**src/rtl/pbts_pkg.sv**
```systemverilog
// Types, constants and helpers shared by the transfer splitter modules.
package pbts_pkg;

    // Page size and longest accepted request, in bytes.
    localparam int PAGE_BYTES  = 4096;
    localparam int MAX_LENGTH  = 65536;
    localparam int PAGE_BITS   = $clog2(PAGE_BYTES);
    localparam int SPAN_W      = PAGE_BITS + 1;

    // Field widths of the request and chunk items.
    localparam int ADDR_W      = 32;
    localparam int LEN_W       = 17;
    localparam int CHUNK_LEN_W = 13;

    // Command queue between the front and the back.
    localparam int QUEUE_DEPTH = 2;
    localparam int QPTR_W      = (QUEUE_DEPTH > 1) ? $clog2(QUEUE_DEPTH) : 1;
    localparam int QCNT_W      = $clog2(QUEUE_DEPTH + 1);

    typedef logic [ADDR_W-1:0]      t_addr;
    typedef logic [LEN_W-1:0]       t_len;
    typedef logic [SPAN_W-1:0]      t_span;
    typedef logic [CHUNK_LEN_W-1:0] t_clen;
    typedef logic [QPTR_W-1:0]      t_qptr;
    typedef logic [QCNT_W-1:0]      t_qcnt;

    // One transfer request item.
    typedef struct packed {
        t_addr local_addr;
        t_addr remote_addr;
        t_len  length;
        logic  direction;
    } t_req;

    // One chunk command item.
    typedef struct packed {
        t_addr chunk_local_addr;
        t_addr chunk_remote_addr;
        t_clen chunk_len;
        logic  chunk_dir;
        logic  last_chunk;
        logic  too_long;
    } t_chunk;

    // Class that the front gives each request it queues.
    typedef enum logic {
        KIND_SPLIT,
        KIND_TOO_LONG
    } t_kind;

    typedef struct packed {
        t_kind kind;
        t_req  req;
    } t_cmd;

    // Head of the command queue as the back sees it.
    typedef struct packed {
        logic valid;
        t_cmd cmd;
    } t_cmd_head;

    // Sequencer states of the back.
    typedef enum logic {
        BACK_IDLE,
        BACK_SPLIT
    } t_back_state;

    // Bytes from an address up to the end of its page.
    function automatic t_span page_room(input t_addr addr);
        return t_span'(PAGE_BYTES) - t_span'(addr[PAGE_BITS-1:0]);
    endfunction

endpackage

```
**src/rtl/pbts_front.sv**
```systemverilog
// Front of the splitter: accepts requests, classifies them and queues commands.
module pbts_front (
    input  logic                  i_clk,
    input  logic                  i_rst_n,
    input  logic                  i_push,
    output logic                  o_full,
    input  pbts_pkg::t_req        i_req,
    output pbts_pkg::t_cmd_head   o_head,
    input  logic                  i_take
);

    pbts_pkg::t_cmd  r_mem [pbts_pkg::QUEUE_DEPTH];
    pbts_pkg::t_qptr r_wr_ptr;
    pbts_pkg::t_qptr r_rd_ptr;
    pbts_pkg::t_qcnt r_count;
    pbts_pkg::t_qptr n_wr_ptr;
    pbts_pkg::t_qptr n_rd_ptr;
    pbts_pkg::t_qcnt n_count;
    pbts_pkg::t_cmd  w_cmd;
    logic            w_accept;
    logic            w_enq;
    logic            w_deq;

    // A zero-length request is accepted and dropped; others are queued.
    always_comb begin
        w_cmd.req  = i_req;
        w_cmd.kind = (i_req.length > pbts_pkg::t_len'(pbts_pkg::MAX_LENGTH)) ?
                     pbts_pkg::KIND_TOO_LONG : pbts_pkg::KIND_SPLIT;
        w_accept   = i_push && !o_full;
        w_enq      = w_accept && (i_req.length != '0);
        w_deq      = i_take && o_head.valid;
    end

    // Queue pointers and fill count.
    always_comb begin
        n_wr_ptr = r_wr_ptr;
        n_rd_ptr = r_rd_ptr;
        n_count  = r_count;
        if (w_enq) begin
            n_wr_ptr = (r_wr_ptr == pbts_pkg::t_qptr'(pbts_pkg::QUEUE_DEPTH - 1)) ?
                       '0 : r_wr_ptr + 1'b1;
        end
        if (w_deq) begin
            n_rd_ptr = (r_rd_ptr == pbts_pkg::t_qptr'(pbts_pkg::QUEUE_DEPTH - 1)) ?
                       '0 : r_rd_ptr + 1'b1;
        end
        if (w_enq && !w_deq) begin
            n_count = r_count + 1'b1;
        end else if (w_deq && !w_enq) begin
            n_count = r_count - 1'b1;
        end
    end

    always_ff @(posedge i_clk) begin
        if (!i_rst_n) begin
            r_wr_ptr <= '0;
            r_rd_ptr <= '0;
            r_count  <= '0;
        end else begin
            r_wr_ptr <= n_wr_ptr;
            r_rd_ptr <= n_rd_ptr;
            r_count  <= n_count;
        end
    end

    // Queue storage holds payload only.
    always_ff @(posedge i_clk) begin
        if (w_enq) begin
            r_mem[r_wr_ptr] <= w_cmd;
        end
    end

    assign o_full       = (r_count == pbts_pkg::t_qcnt'(pbts_pkg::QUEUE_DEPTH));
    assign o_head.valid = (r_count != '0);
    assign o_head.cmd   = r_mem[r_rd_ptr];

endmodule

```
**src/rtl/pbts_back.sv**
```systemverilog
// Back of the splitter: walks one command and emits its chunks into an output register.
module pbts_back (
    input  logic                  i_clk,
    input  logic                  i_rst_n,
    input  pbts_pkg::t_cmd_head   i_head,
    output logic                  o_take,
    output logic                  o_empty,
    input  logic                  i_pop,
    output pbts_pkg::t_chunk      o_chunk
);

    pbts_pkg::t_back_state r_state;
    pbts_pkg::t_back_state n_state;
    pbts_pkg::t_addr       r_la;
    pbts_pkg::t_addr       r_ra;
    pbts_pkg::t_len        r_left;
    logic                  r_dir;
    logic                  r_err;
    logic                  r_out_valid;
    logic                  n_out_valid;
    pbts_pkg::t_chunk      r_out;
    pbts_pkg::t_span       w_lroom;
    pbts_pkg::t_span       w_rroom;
    pbts_pkg::t_span       w_room;
    pbts_pkg::t_span       w_span;
    logic                  w_fits;
    logic                  w_last;
    logic                  w_slot_free;
    logic                  w_out_load;
    pbts_pkg::t_chunk      w_chunk;

    // Next chunk: the shortest of the local room, the remote room and what is left.
    always_comb begin
        w_lroom = pbts_pkg::page_room(r_la);
        w_rroom = pbts_pkg::page_room(r_ra);
        w_room  = (w_lroom < w_rroom) ? w_lroom : w_rroom;
        w_fits  = (pbts_pkg::t_len'(w_room) >= r_left);
        w_span  = w_fits ? pbts_pkg::t_span'(r_left) : w_room;
        w_last  = r_err || w_fits;

        w_chunk.chunk_local_addr  = r_la;
        w_chunk.chunk_remote_addr = r_ra;
        w_chunk.chunk_len         = r_err ? '0 : pbts_pkg::t_clen'(w_span);
        w_chunk.chunk_dir         = r_dir;
        w_chunk.last_chunk        = w_last;
        w_chunk.too_long          = r_err;
    end

    assign w_slot_free = !r_out_valid || i_pop;

    // Sequencer next state.
    always_comb begin
        n_state = r_state;
        case (r_state)
            pbts_pkg::BACK_IDLE: begin
                if (i_head.valid) begin
                    n_state = pbts_pkg::BACK_SPLIT;
                end
            end
            pbts_pkg::BACK_SPLIT: begin
                if (w_slot_free && w_last) begin
                    n_state = pbts_pkg::BACK_IDLE;
                end
            end
            default: begin
                n_state = pbts_pkg::BACK_IDLE;
            end
        endcase
    end

    // Sequencer outputs.
    always_comb begin
        o_take     = 1'b0;
        w_out_load = 1'b0;
        case (r_state)
            pbts_pkg::BACK_IDLE: begin
                o_take = i_head.valid;
            end
            pbts_pkg::BACK_SPLIT: begin
                w_out_load = w_slot_free;
            end
            default: begin
                o_take     = 1'b0;
                w_out_load = 1'b0;
            end
        endcase
    end

    assign n_out_valid = w_out_load || (r_out_valid && !i_pop);

    always_ff @(posedge i_clk) begin
        if (!i_rst_n) begin
            r_state     <= pbts_pkg::BACK_IDLE;
            r_out_valid <= 1'b0;
        end else begin
            r_state     <= n_state;
            r_out_valid <= n_out_valid;
        end
    end

    // Working request: loaded from the queue head, advanced by each chunk.
    always_ff @(posedge i_clk) begin
        if (o_take) begin
            r_la   <= i_head.cmd.req.local_addr;
            r_ra   <= i_head.cmd.req.remote_addr;
            r_left <= i_head.cmd.req.length;
            r_dir  <= i_head.cmd.req.direction;
            r_err  <= (i_head.cmd.kind == pbts_pkg::KIND_TOO_LONG);
        end else if (w_out_load) begin
            r_la   <= r_la + pbts_pkg::t_addr'(w_span);
            r_ra   <= r_ra + pbts_pkg::t_addr'(w_span);
            r_left <= r_left - pbts_pkg::t_len'(w_span);
        end
    end

    // Output register holding the oldest waiting chunk.
    always_ff @(posedge i_clk) begin
        if (w_out_load) begin
            r_out <= w_chunk;
        end
    end

    assign o_empty = !r_out_valid;
    assign o_chunk = r_out;

endmodule

```
**src/rtl/page_boundary_transfer_splitter_top.sv**
```systemverilog
// Top level of the page boundary transfer splitter.
//
//  Channel   Handshake          Payload            Dir
//  request   i_push / o_full    i_req   (t_req)    in
//  chunk     o_empty / i_pop    o_chunk (t_chunk)  out
//
// A request is written straight into a two-entry command queue in the front.
// The back loads a command in its idle state, then emits one chunk per cycle
// while its output register is empty or being popped.
// Reset is synchronous and active low; it empties the queue and the output register.
// While pop stays low the back stalls on its full output register, the queue then
// fills and full rises; zero-length requests are accepted and produce no chunk.
module page_boundary_transfer_splitter_top (
    input  logic              i_clk,
    input  logic              i_rst_n,
    input  logic              i_push,
    output logic              o_full,
    input  pbts_pkg::t_req    i_req,
    output logic              o_empty,
    input  logic              i_pop,
    output pbts_pkg::t_chunk  o_chunk
);

    pbts_pkg::t_cmd_head w_head;
    logic                w_take;

    // Request intake and classification.
    pbts_front u_front (
        .i_clk   (i_clk),
        .i_rst_n (i_rst_n),
        .i_push  (i_push),
        .o_full  (o_full),
        .i_req   (i_req),
        .o_head  (w_head),
        .i_take  (w_take)
    );

    // Chunk sequencer and output register.
    pbts_back u_back (
        .i_clk   (i_clk),
        .i_rst_n (i_rst_n),
        .i_head  (w_head),
        .o_take  (w_take),
        .o_empty (o_empty),
        .i_pop   (i_pop),
        .o_chunk (o_chunk)
    );

endmodule

```
**config.mk**
```make
export PLATFORM = sky130hd
export DESIGN_NAME = page_boundary_transfer_splitter_top
export DESIGN_NICKNAME = d
export VERILOG_FILES = /design/src/rtl/pbts_pkg.sv /design/src/rtl/pbts_front.sv /design/src/rtl/pbts_back.sv /design/src/rtl/page_boundary_transfer_splitter_top.sv
export SDC_FILE = /design/constraint.sdc
export NUM_CORES = 1
export LEC_CHECK = 0
export BUFFER_PORTS_ARGS = -buffer_cell sky130_fd_sc_hd__buf_2
export CAP_MARGIN = 20
export CORE_MARGIN = 3
export CORE_UTILIZATION = 30
export CTS_CLUSTER_DIAMETER = 50
export DETAILED_ROUTE_END_ITERATION = 16
export MAX_ROUTING_LAYER = met4
export PLACE_DENSITY = 0.47
export SLEW_MARGIN = 20
export SYNTH_ARGS = -nofsm -noshare
export SYNTH_HDL_FRONTEND = slang
export SYNTH_SLANG_ARGS = --single-unit
```
**constraint.sdc**
```tcl
create_clock -name i_clk -period 19.9 [get_ports i_clk]
set_input_delay 2.985 -clock i_clk [delete_from_list [all_inputs] [get_ports i_clk]]
set_output_delay 2.985 -clock i_clk [all_outputs]
set_load 0.02 [all_outputs]
```
# --- Yosys cells after proc, flatten, opt, wreduce, memory -nomap -nowiden ---
# Memories as Yosys holds them, arrays and structs flattened. A register that Yosys moved wholly into a read port is not among the register bits.
# Cells that the tools add are included.
# Widths: inputs -> output; s select.
op_classes:
  reduce_logical: 19
  n_eq_ne: 1
  muxes: 22
  add_sub_neg: 9
  n_bitwise: 1
  n_lt_le_gt_ge: 3
op_table:
  columns: ["cell", "n"]
  rows:
  - ["$mux 32", 4]
  - ["$add 32x13->32", 2]
  - ["$mux 17", 2]
  - ["$mux 13", 2]
  - ["$sub 13x12->13 const A", 2]
  - ["$ge 13x17->1", 1]
  - ["$gt 17x17->1 const B", 1]
  - ["$reduce_bool 17->1", 1]
  - ["$sub 17x13->17", 1]
  - ["$lt 13x13->1", 1]
  - ["$mux 1", 11]
  - ["$logic_and 1x1->1", 7]
  - ["$reduce_bool 2->1", 3]
  - ["$logic_not 1->1", 5]
  - ["$mux 2", 2]
  - ["$logic_or 1x1->1", 3]
  - ["$add 1x1->1 const B", 2]
  - ["$add 2x1->2 const B", 1]
  - ["$eq 2x2->1 const B", 1]
  - ["$pmux 1 s2", 1]
  - ["$sub 2x1->2 const B", 1]
  - ["$not 1->1", 1]
totals:
  ff_bits: 169
  elab_cells: 72
  out_inout_bits: 82
  in_bits: 86
  mem_bits_rw: 166
  mem_count: 1
mem_list:
  columns: ["name", "depth", "width", "read_ports", "rd_ports_with_merged_regs", "wr", "line", "source"]
  rows:
  - ["u_front.r_mem", 2, 83, 1, 1, 1, "pbts_front.sv:12", "pbts_pkg::t_cmd r_mem [pbts_pkg::QUEUE_DEPTH];"]

# --- Logic depth before layout (Yosys ltp) ---
logic_depth:
  depth_word: 8
  mapped_depth: 33
  ltp_nobuf: 31

# --- Hierarchy ---
# A second synthesis with hierarchy kept.
hier_totals:
  cells_unflattened: 1216
  area_unflattened_um2: 16236.8
by_module_without_submodules:
  columns: ["mod", "cells_each", "n_inst", "area_per_inst_um2"]
  rows:
  - ["pbts_back", 921, 1, 9923.3]
  - ["pbts_front", 295, 1, 6313.6]

# --- Worst setup path after synthesis ---
# No wires, ideal clock.
synth_path:
  kind: "reg2reg"
  startpoint: "register u_back.r_la[5]"
  endpoint: "register u_back.r_ra[11], data pin"
  slack_ns: 12.491
  path_buffers: 2
  setup_time_ns: 0.256
  arrival_time_ns: 7.153
  path_stages_with_launch: 29
  period_less_slack_ns: 7.409
  required_time_ns: 19.644
  path_cell_list: "edfxtp_1 -> or4_4 -> or3_4 -> nor2_1 -> xor2_1 -> inv_1 -> ha_1 -> a21oi_1 -> o21ai_0 -> a21oi_1 -> o21a_1 -> mux2_2 -> ha_1 -> a211oi_1 -> o211ai_1 -> a21oi_1 -> or4b_1 -> buf_2 -> buf_2 -> mux2i_1 -> inv_1 -> ha_1 -> a211oi_1 -> nor2_1 -> o31a_1 -> o21ai_0 -> a21oi_1 -> or3_1 -> a31o_2"
synth_between:
  elab_chain_len: 8
synth_rtl:
  columns: ["item", "line", "source"]
  rows:
  - ["start: declaration", "pbts_back.sv:14", "pbts_pkg::t_addr r_la;"]
  - ["start signal: assignment", "pbts_back.sv:104", "r_la <= i_head.cmd.req.local_addr;"]
  - ["start signal: assignment", "pbts_back.sv:110", "r_la <= r_la + pbts_pkg::t_addr'(w_span);"]
  - ["$sub 13x12->13 (*)", "pbts_pkg.sv:70", "return t_span'(PAGE_BYTES) - t_span'(addr[PAGE_BITS-1:0]);"]
  - ["$lt 13x13->1", "pbts_back.sv:36", "w_room = (w_lroom < w_rroom) ? w_lroom : w_rroom;"]
  - ["$mux 13 (*)", "pbts_back.sv:36", null]
  - ["$ge 13x17->1", "pbts_back.sv:37", "w_fits = (pbts_pkg::t_len'(w_room) >= r_left);"]
  - ["$mux 13 (*)", "pbts_back.sv:38", "w_span = w_fits ? pbts_pkg::t_span'(r_left) : w_room;"]
  - ["net u_back.w_span[1]", "pbts_back.sv:25", "pbts_pkg::t_span w_span;"]
  - ["$add 32x13->32 (*)", "pbts_back.sv:111", "r_ra <= r_ra + pbts_pkg::t_addr'(w_span);"]
  - ["$mux 32 (*)", "pbts_back.sv:109", "end else if (w_out_load) begin"]
  - ["$mux 32 (*)", "pbts_back.sv:103", "if (o_take) begin"]
  - ["end signal: assignment", "pbts_back.sv:105", "r_ra <= i_head.cmd.req.remote_addr;"]
  - ["end signal: assignment", "pbts_back.sv:111", null]
  - ["end: declaration", "pbts_back.sv:15", "pbts_pkg::t_addr r_ra;"]
# Mark *: on every way through the listed nets, which the timed path passes. The rest lies on a longest branch. The select of a mux whose other input is x is not followed.
# A chain may end at the register's enable or synchronous reset.

# --- Worst setup path in the final report ---
layout_path:
  startpoint: "register u_back.r_la[5]"
  endpoint: "register u_back.r_ra[31], data pin"
# The elaborated chain is that of the path after synthesis.

==> out/summary.md <==
The run finished with clean final reports. The number of antenna violations at the first check in global routing was 11; the ratio of final minimum period to clock period was 0.435. The data required time at the worst endpoint is 20.18 ns. Among all stages on the critical path, the largest delay is contributed by sky130_fd_sc_hd__or4b_1. The H-tree depth reported by CTS was 2; the worst hold margin was 0.433 ns. Across all layers, the routed design uses 10200 vias. The path category of the worst min-delay check is flop to flop.

The post-layout instance count excluding filler cells is 2121, and the maximum clock skew at final layout is 0.0252 ns. The die covers 55900 um^2. Net count reported at finish: 1550. Setup repair after global routing left no endpoint under its margin. The routability congestion estimate from global placement was 0.855. In this run, CTS created clock tree buffers numbering 45.

The initial cell density of the core is 0.307. The tools report the core utilization of the finished layout as 0.368. The most common cell type on the critical path was sky130_fd_sc_hd__a21oi_1. The number of nets handed over by synthesis was 1365.

The number of library cell types mapped by synthesis came out at 70. In the final layout, flip-flops and latches occupy 10000 um^2. TritonCTS built the clock tree. The number of port buffers is 167, and the post-synthesis sequential area ratio is 0.629. Number of cells after detailed placement: 2027. The number of failing hold endpoints at the final stage was 0. The max-slew violation count was 0. In the synthesized netlist, the number of instances is 1209. In the final layout, the multi-input gates occupy 5570 um^2.

The top-level port count is 168, and the remaining antenna violation count after routing is 0. Detailed-router iteration count before antenna repair: 5. The count of yosys warnings during synthesis was 0; the share of synthesized registers carrying an async set or reset was 0. For the data arrival time of the critical path, the log shows 8.95 ns. The share of final-layout standard cells stronger than drive strength 1 was 0.195; the mapped cell area was 15900 um^2. The floorplan step set the die width to 236 um. The floorplan has 83 rows.

The critical path in this run is classified as flop to flop. For the pin with the worst max-slew slack, the measured transition is 1.08 ns. After clock tree synthesis, the setup repair step added 0 buffers. The area growth from synthesis to layout came out at 20.1%. The post-route DRC violation count was 0. Flip-flop cell with the highest count after synthesis: sky130_fd_sc_hd__edfxtp_1.

Minimum period implied by the final worst setup slack: 8.66 ns. The insertion delay to the later sink of the worst-skew pair was 0.57 ns. In this run the most used layer during global routing was met2. The tree built by TritonCTS fans out to 336 sinks.

The tools report the worst max-slew margin expressed relative to the limit as 0.283. The cell family contributing the most delay on the critical path is compound AO/OA/AOI/OAI gates. The fill cell instance count of the final layout came out at 5018. The tools report the global-route track usage on met1 as 0.195. After global routing the overflow that remains totals 0. For the global-route met2 utilization, the log shows 0.241.

The ratio of routed vias to standard cells was 4.82; the setup-violating endpoint count in the final report was 0. The longest clock path from root to sink contains 3 buffers. The number of hold buffers added after CTS was 0. In this run, the number of DRC markers left after iteration 0 of detailed routing was 510. Based on the critical path, the design can be clocked at up to 115 MHz. Number of instances resized during post-cts repair: 0. Along the worst path, the maximum fanout reaches 16. The kind of end point of the critical path is a flop. In this run, synthesis produced a sequential element count of 336. Together, buffers and inverters on the worst path number 2. The clock slew seen by the registers of the worst setup and hold paths came out at 0.06 ns.

Entering global routing, the biggest net connects 75 pins. The routed design has 41.6 mm of wire. The global-route wire length before repair is 63.0 mm, and the maximum single-stage delay on the critical path is 0.96 ns. The area of the core region is 51900 um^2, and the number of enable flip-flop cells after synthesis is 329. Number of global-route vias before repair: 10200.

Max-cap violations in this run came to 0. The synthesized area divided by synthesized cell count is 13.2 um^2, and the final total negative setup slack is 0 ns. The tools report the category of the worst setup path launch point as a flop. The global router's overall resource usage is 0.151, and the die height is 236 um. In the final routed layout, each cell accounts on average for 19.6 um. The run gives 0.0333 as the global-route met3 utilization. The cell sitting at the root of the clock tree is a sky130_fd_sc_hd__clkbuf_16.

The wire-length estimate of the detail-placed layout is 29.1 mm.
## cells in the mapped netlist (9+ instances only)
| cell | n | area (um^2) |
|---|---|---|
| sky130_fd_sc_hd__edfxtp_1 | 329 | 9880 |
| sky130_fd_sc_hd__a21oi_1 | 96 | 480 |
| sky130_fd_sc_hd__ha_1 | 67 | 838 |
| sky130_fd_sc_hd__nor2_1 | 67 | 251 |
| sky130_fd_sc_hd__xnor2_1 | 59 | 517 |
| sky130_fd_sc_hd__nand2_1 | 58 | 218 |
| sky130_fd_sc_hd__a211oi_1 | 57 | 428 |
| sky130_fd_sc_hd__inv_1 | 56 | 210 |
| sky130_fd_sc_hd__nor2b_1 | 54 | 338 |
| sky130_fd_sc_hd__o21ai_0 | 44 | 220 |
| sky130_fd_sc_hd__mux2i_1 | 43 | 430 |
| sky130_fd_sc_hd__clkbuf_1 | 29 | 109 |
| sky130_fd_sc_hd__xor2_1 | 25 | 219 |
| sky130_fd_sc_hd__nand3_1 | 20 | 100 |
| sky130_fd_sc_hd__nor3_1 | 17 | 85.1 |
| sky130_fd_sc_hd__a21o_1 | 16 | 120 |
| sky130_fd_sc_hd__nor4_1 | 12 | 75.1 |
| sky130_fd_sc_hd__and3_1 | 10 | 62.6 |
| sky130_fd_sc_hd__o211ai_1 | 10 | 75.1 |
| sky130_fd_sc_hd__o21a_1 | 9 | 67.6 |
## through the flow
step	instance area, um^2	setup WS [ns]
finish	19100	11.24
global route	19100	10.51
CTS	19100	11.19
detailed placement	17600	11.23
global placement	17600	11.25
floorplan	15900	12.49
## registers in the layout, indices dropped and copies added, names as in the netlist, named ones only
signal,flops
u_front.r_rd_ptr,1
u_back.r_out_valid,1
u_back.r_ra,32
u_front.r_wr_ptr,1
u_back.r_left,17
u_back.r_state,1
u_back.r_dir,1
u_back.r_err,1
u_back.r_la,32
u_front.r_mem,166
u_back.o_chunk,80
u_front.r_count,2
## worst paths after layout
check / from / to / slack, ns / cells past startpoint
worst max-delay path: u_back.r_la[5]$_DFFE_PP_ / u_back.r_ra[31]$_DFFE_PP_ / 11.24 / 26
worst min-delay path: u_back.r_dir$_DFFE_PP_ / u_back.o_chunk[2]$_DFFE_PP_ / 0.43 / 0
worst max register to register: u_back.r_la[5]$_DFFE_PP_ / u_back.r_ra[31]$_DFFE_PP_ / 11.24 / 26
worst min register to register: u_back.r_dir$_DFFE_PP_ / u_back.o_chunk[2]$_DFFE_PP_ / 0.43 / 0
## per-layer routing
metal,share of wire,up-vias
met4,0.018,0
li1,-,4997
met2,0.47,224
met5,0,-
met3,0.055,49
met1,0.45,4943
## placed cells by master, fill, tap and decap left out, types with 4 or more instances in the layout
master and instances:
sky130_fd_sc_hd__nand4_1 6, sky130_fd_sc_hd__a21oi_1 96, sky130_fd_sc_hd__o21a_1 9, sky130_fd_sc_hd__dfxtp_1 6
sky130_fd_sc_hd__edfxtp_1 329, sky130_fd_sc_hd__bufinv_16 4, sky130_fd_sc_hd__nand2b_1 8, sky130_fd_sc_hd__xor2_1 25
sky130_fd_sc_hd__xnor2_1 59, sky130_fd_sc_hd__inv_1 56, sky130_fd_sc_hd__and2_1 5, sky130_fd_sc_hd__clkinv_2 6
sky130_fd_sc_hd__or3_1 8, sky130_fd_sc_hd__a21boi_0 4, sky130_fd_sc_hd__nor4_1 12, sky130_fd_sc_hd__mux2i_1 43
sky130_fd_sc_hd__nor2_1 65, sky130_fd_sc_hd__inv_6 4, sky130_fd_sc_hd__nor2b_1 54, sky130_fd_sc_hd__o21ai_0 44
sky130_fd_sc_hd__and3_1 10, sky130_fd_sc_hd__ha_1 67, sky130_fd_sc_hd__nand3_1 20, sky130_fd_sc_hd__buf_4 10
sky130_fd_sc_hd__a21o_1 16, sky130_fd_sc_hd__nand2_1 58, sky130_fd_sc_hd__clkbuf_16 47, sky130_fd_sc_hd__a211oi_1 57
sky130_fd_sc_hd__diode_2 11, sky130_fd_sc_hd__clkinv_1 9, sky130_fd_sc_hd__buf_2 167, sky130_fd_sc_hd__a31oi_1 6
sky130_fd_sc_hd__nor3_1 17, sky130_fd_sc_hd__o211ai_1 10, sky130_fd_sc_hd__mux2_2 6
## area by class of cell
type,count,area share
tap,680,0.0445
inverter,57,0.0112
antenna,11,0.00144
clock buffer,53,0.0643
timing repair buffer,177,0.0476
clock inverter,30,0.0155
multi-input combinational,777,0.291
sequential,336,0.524
## kinds of logic after synthesis
group           count (synthesis)  share of synthesized area
simple gates                  287                     0.0951
xor+xnor                       85                     0.0472
flops                         336                      0.629
fa+ha+maj                      70                     0.0564
compound gates                282                      0.113
mux                            53                     0.0358
buf+inv                        96                     0.0228
## worst reg2reg max path: cells and delay by family (launching register included)
family                   cells  cell delay [ns]
multiplexers                 2             0.94
buffers and inverters        2             0.28
adder cells (fa/ha/maj)      3             0.95
XOR/XNOR                     2             0.43
AO/OA/AOI/OAI               11             2.88
flip-flops                   1             0.46
AND/OR/NAND/NOR              6             2.43
Power is left out: the tool's default activity adds up to more than one toggle a clock period on the data nets, which glitch-free logic cannot reach.
